$ cat config.mk
export PLATFORM = sky130hd
export DESIGN_NAME = fpa_find
export DESIGN_NICKNAME = d
export VERILOG_FILES = /design/src/hdl/fpa_pkg.sv /design/src/hdl/fpa_find.sv
export SDC_FILE = /design/constraint.sdc
export NUM_CORES = 1
export LEC_CHECK = 0
export BUFFER_PORTS_ARGS = -buffer_cell sky130_fd_sc_hd__buf_4
export CAP_MARGIN = 20
export CORE_AREA = 2 2 39 41
export DETAILED_ROUTE_END_ITERATION = 12
export DIE_AREA = 0 0 41 43
export PLACE_DENSITY = 0.71
export SLEW_MARGIN = 40
export SYNTH_ARGS = -nofsm -noshare
export SYNTH_HDL_FRONTEND = slang
export SYNTH_SLANG_ARGS = --single-unit
$ cat constraint.sdc
create_clock -name vclk -period 1.8
set_clock_uncertainty 0.05 [all_clocks]
set_input_delay 0.36 -clock vclk [all_inputs]
set_output_delay 0.36 -clock vclk [all_outputs]
set_load 0.005 [all_outputs]
$ cat src/hdl/fpa_pkg.sv
`timescale 1ns / 1ps
// ----------------------------------------------------------------------------
// fpa_pkg: shared types and constants of the page allocator
// Command codes, result status codes, field widths, defaults and the
// reset pattern of one free-map word.
// ----------------------------------------------------------------------------
package fpa_pkg;

  localparam int unsigned CmdW       = 3;
  localparam int unsigned PageFieldW = 10;
  localparam int unsigned LinkW      = 11;
  localparam int unsigned StatusW    = 2;
  localparam int unsigned PagesOutW  = 11;
  localparam int unsigned BytesW     = 23;
  localparam int unsigned MapWordW   = 32;
  localparam int unsigned MapBitW    = 5;

  localparam int unsigned DefNumPages      = 1024;
  localparam int unsigned DefPageBytes     = 4096;
  localparam int unsigned DefReservedPages = 8;

  localparam logic signed [LinkW-1:0] EndLink = -11'sd1;

  localparam logic [StatusW-1:0] StatusOk     = 2'd0;
  localparam logic [StatusW-1:0] StatusNoFree = 2'd1;
  localparam logic [StatusW-1:0] StatusCycle  = 2'd2;

  typedef enum logic [CmdW-1:0] {
    CmdAlloc     = 3'd0,
    CmdFreeChain = 3'd1,
    CmdWriteLink = 3'd2,
    CmdReadEntry = 3'd3,
    CmdMarkPage  = 3'd4,
    CmdChainLen  = 3'd5
  } fpa_cmd_e;

  typedef struct packed {
    logic link_re;
    logic link_we;
    logic map_re;
    logic map_we;
  } fpa_mem_ctl_t;

  function automatic logic [MapWordW-1:0] fpa_reset_word(input int unsigned word,
                                                         input int unsigned reserved,
                                                         input int unsigned num);
    logic [MapWordW-1:0] w;
    int unsigned         p;
    w = '0;
    for (int unsigned b = 0; b < MapWordW; b++) begin
      p    = (word << MapBitW) + b;
      w[b] = (p >= reserved) && (p < num);
    end
    return w;
  endfunction

endpackage

$ cat src/hdl/fpa_find.sv
`timescale 1ns / 1ps
// ----------------------------------------------------------------------------
// fpa_find: lowest free page within one free-map word
// Priority encoder over a 32-bit word, lowest set bit wins.
// ----------------------------------------------------------------------------
module fpa_find (
  input  logic [fpa_pkg::MapWordW-1:0] word_i,
  output logic                         found_o,
  output logic [fpa_pkg::MapBitW-1:0]  bit_o
);
  import fpa_pkg::*;

  always_comb begin
    found_o = |word_i;
    bit_o   = '0;
    for (int i = MapWordW - 1; i >= 0; i--) begin
      if (word_i[i]) begin
        bit_o = MapBitW'(i);
      end
    end
  end

endmodule

==> summary.md <==
| Metric | Value |
|---|---|
| Pleak | 0.416 nW |
| Final Util | 0.680 |
| Area growth, synth to finish | 144% |
| Maximum vdd drop | 120 uV |
| Final WS setup | -0.118 ns |
| Avg Cell Area, Syn | 5.93 um2 |
| Cells taking the most area after synthesis | nor4_1 11%, nor2_1 9.7%, a21oi_1 9.1% |
| Register area share after synthesis | 0 |
| WL/cell | 12.8 um |
| Crit-path slowest cell | a2111oi_2 |
| Routability cong. | about 0.76 |
| Most frequent cells after synthesis | 10 x nor2_1, 7 x a21oi_1, 7 x nor4_1 |
| Antenna violations before repair | 0 |
| Comb pwr share | 1.000 |
| Yosys warnings | 0 |
| CP required | 1.39 ns |
| Fraction of power spent switching nets | 0.427 |
| Final Hold Vio Count | 0 |
| Initial DRT Pass Iterations | 4 |
| Core ar. | 0.00138 mm2 |
| DRT iter0 DRCs | 12 |
| Final setup viols | 6 |
| Register area | 0 um2 |
| Pin count of the biggest net entering global routing | 6 |
| CTS Hold Bufs | 0 |
| Total wire length | around 1.7 mm |
| Post-synthesis cell type count | 24 |
| Net Switching | 0.0737 mW |
| Data arrival, critical path | 1.51 ns |
| Layout cell share with drive strength beyond 1 | 0.625 |
| Die Ht | 43 um |
| Slew @ Worst Pin | 0.352 ns |
| Vias per cell | 5.42 |
| Post-route minimum period | 1.92 ns |
| CP peak stage delay | 0.45 ns |
| Period utilization | 1.07 |
| Final Power | 0.173 mW |
| Clk pwr share | 0 |
| Most frequent CP cell | buf_4 |
| DRC viols | 0 |
| Sequential power share | 0 |
| Chip Width | 41 um |
| Fin Hold WS | 0.968 ns |
| Cells after Synth | 65 |
| CP Class | input pin to primary output |
| Max_cap viols | 0 |
| Crit-path max FO | 3 |
| CP Cell Sequence | buf_4 > nor3_1 > o21ai_0 > a2111oi_2 > a221oi_2 > buf_4 |
| IO Port Bufs | 38 |
| Syn Nets | a little under 100 |
| First-pass GRT wire length | around 2.4 mm |
| Multi-input logic area | roughly 460 um2 |
| Outcome | complete, but fails checks |
| # fillers | 122 |
| Count leader, synth | nor2_1 |
| Vias in the first global route | 619 |
| Vias | 737 |
| Seq Cell Count | 0 |
| Top cell type by total area after synthesis | nor4_1 |
| Total grt overflow | 0 |
| Final nets | 154 |
| Initial Util | 0.278 |
| P per Cell Area | 183 mW/mm2 |
| P_int | 0.0989 mW |
| Worst setup SP type | input pin |
| Slew HR | 0.765 |
| CLK BUF | 0 |
| Worst min-delay path class | input pin to primary output |
| Crit path capture type | primary output |
| RSZ-0062 raised after global routing | true |
| Synth Cell Area | 385 um2 |
| Violated checks | setup timing |
| Antenna viol nets, final | 0 |
| IO Pins | 38 |
| Fin. max-slew vios | 0 |
| Total track usage | 0.183 |
| Top-area cell type share of the netlist area | 0.114 |
| Detail Placement HPWL | roughly 1.3 mm |
| N_diodes | 0 |
| Rows | 14 |
| Die ar. | 0.00176 mm2 |
| Max Clock Freq | 521 MHz |
## critical path, delay by kind of cell
family | cells | cell delay [ns]
AO/OA/AOI/OAI | 3 | 0.71
buffers and inverters | 2 | 0.27
AND/OR/NAND/NOR | 1 | 0.16
## logic make-up after synthesis
| kind of cell | Yosys count | share of synthesized area |
|---|---|---|
| buf+inv | 6 | 0.0584 |
| compound gates | 22 | 0.386 |
| simple gates | 37 | 0.555 |
## cell type report
class / instances / share of cell area
inverter: 6 / 0.0239
multi-input combinational: 59 / 0.492
tap: 16 / 0.0213
timing repair buffer: 55 / 0.463
## final timing paths
path | to | cells after the start | slack (ns) | startpoint
worst max-delay path | bit_o[0] | 6 | -0.12 | word_i[13]
worst min-delay path | bit_o[0] | 3 | 0.97 | word_i[2]
## power groups by stage
| stage | sequential, mW | combinational [mW] | clock (mW) |
|---|---|---|---|
| finish | 0 | 0.173 | 0 |
| floorplan | 0 | 0.0326 | 0 |
| global placement | 0 | 0.142 | 0 |
| global route | 0 | 0.186 | 0 |
| CTS | 0 | 0.156 | 0 |
| detailed placement | 0 | 0.145 | 0 |
## cell usage in the layout, fill, tap and decap left out, drive strengths merged
cell type | synthesis | routed
o21ai | 3 | 3
a2111oi | 2 | 2
and2 | 1 | 1
nand4 | 1 | 1
inv | 6 | 6
o21a | 1 | 1
nor3b | 2 | 2
nor2b | 1 | 1
a211oi | 1 | 1
o31ai | 4 | 4
buf | 0 | 55
a221oi | 1 | 1
or4 | 4 | 4
nand2 | 3 | 3
o2111ai | 1 | 1
nor2 | 10 | 10
nand3 | 1 | 1
a21o | 1 | 1
nor3 | 7 | 7
a21oi | 7 | 7
a21boi | 1 | 1
nor4 | 7 | 7
## metal layers
layer | part of all wire | GRT usage | wire length (um) | up-vias
li1 | - | - | - | 370
met1 | 0.44 | 0.267 | 759 | 348
met2 | 0.51 | 0.309 | 886 | 19
met3 | 0.052 | 0 | 91 | 0
met4 | 0 | 0 | 0 | 0
met5 | 0 | 0 | 0 | -
## timing repair
action | 4_1_cts | 5_1_grt
gates cloned | 0 | 0
endpoints found under the setup margin | 6 | 6
gates resized for setup | 12 | 15
endpoints found under the hold margin | 0 | 0
buffers inserted | 1 | 0
pin swaps | 11 | 1
## through the flow
stage	TNS, ns	setup slack, ns	std cells	area (um2)
2_1_floorplan	0	0.142	65	385
3_3_place_gp	-0.795	-0.195	135	811
3_5_place_dp	-0.738	-0.192	135	811
4_1_cts	-0.520	-0.130	136	877
5_1_grt	-0.826	-0.195	136	941
6_report	-0.496	-0.118	136	941
(Power assumes the default switching activity.)
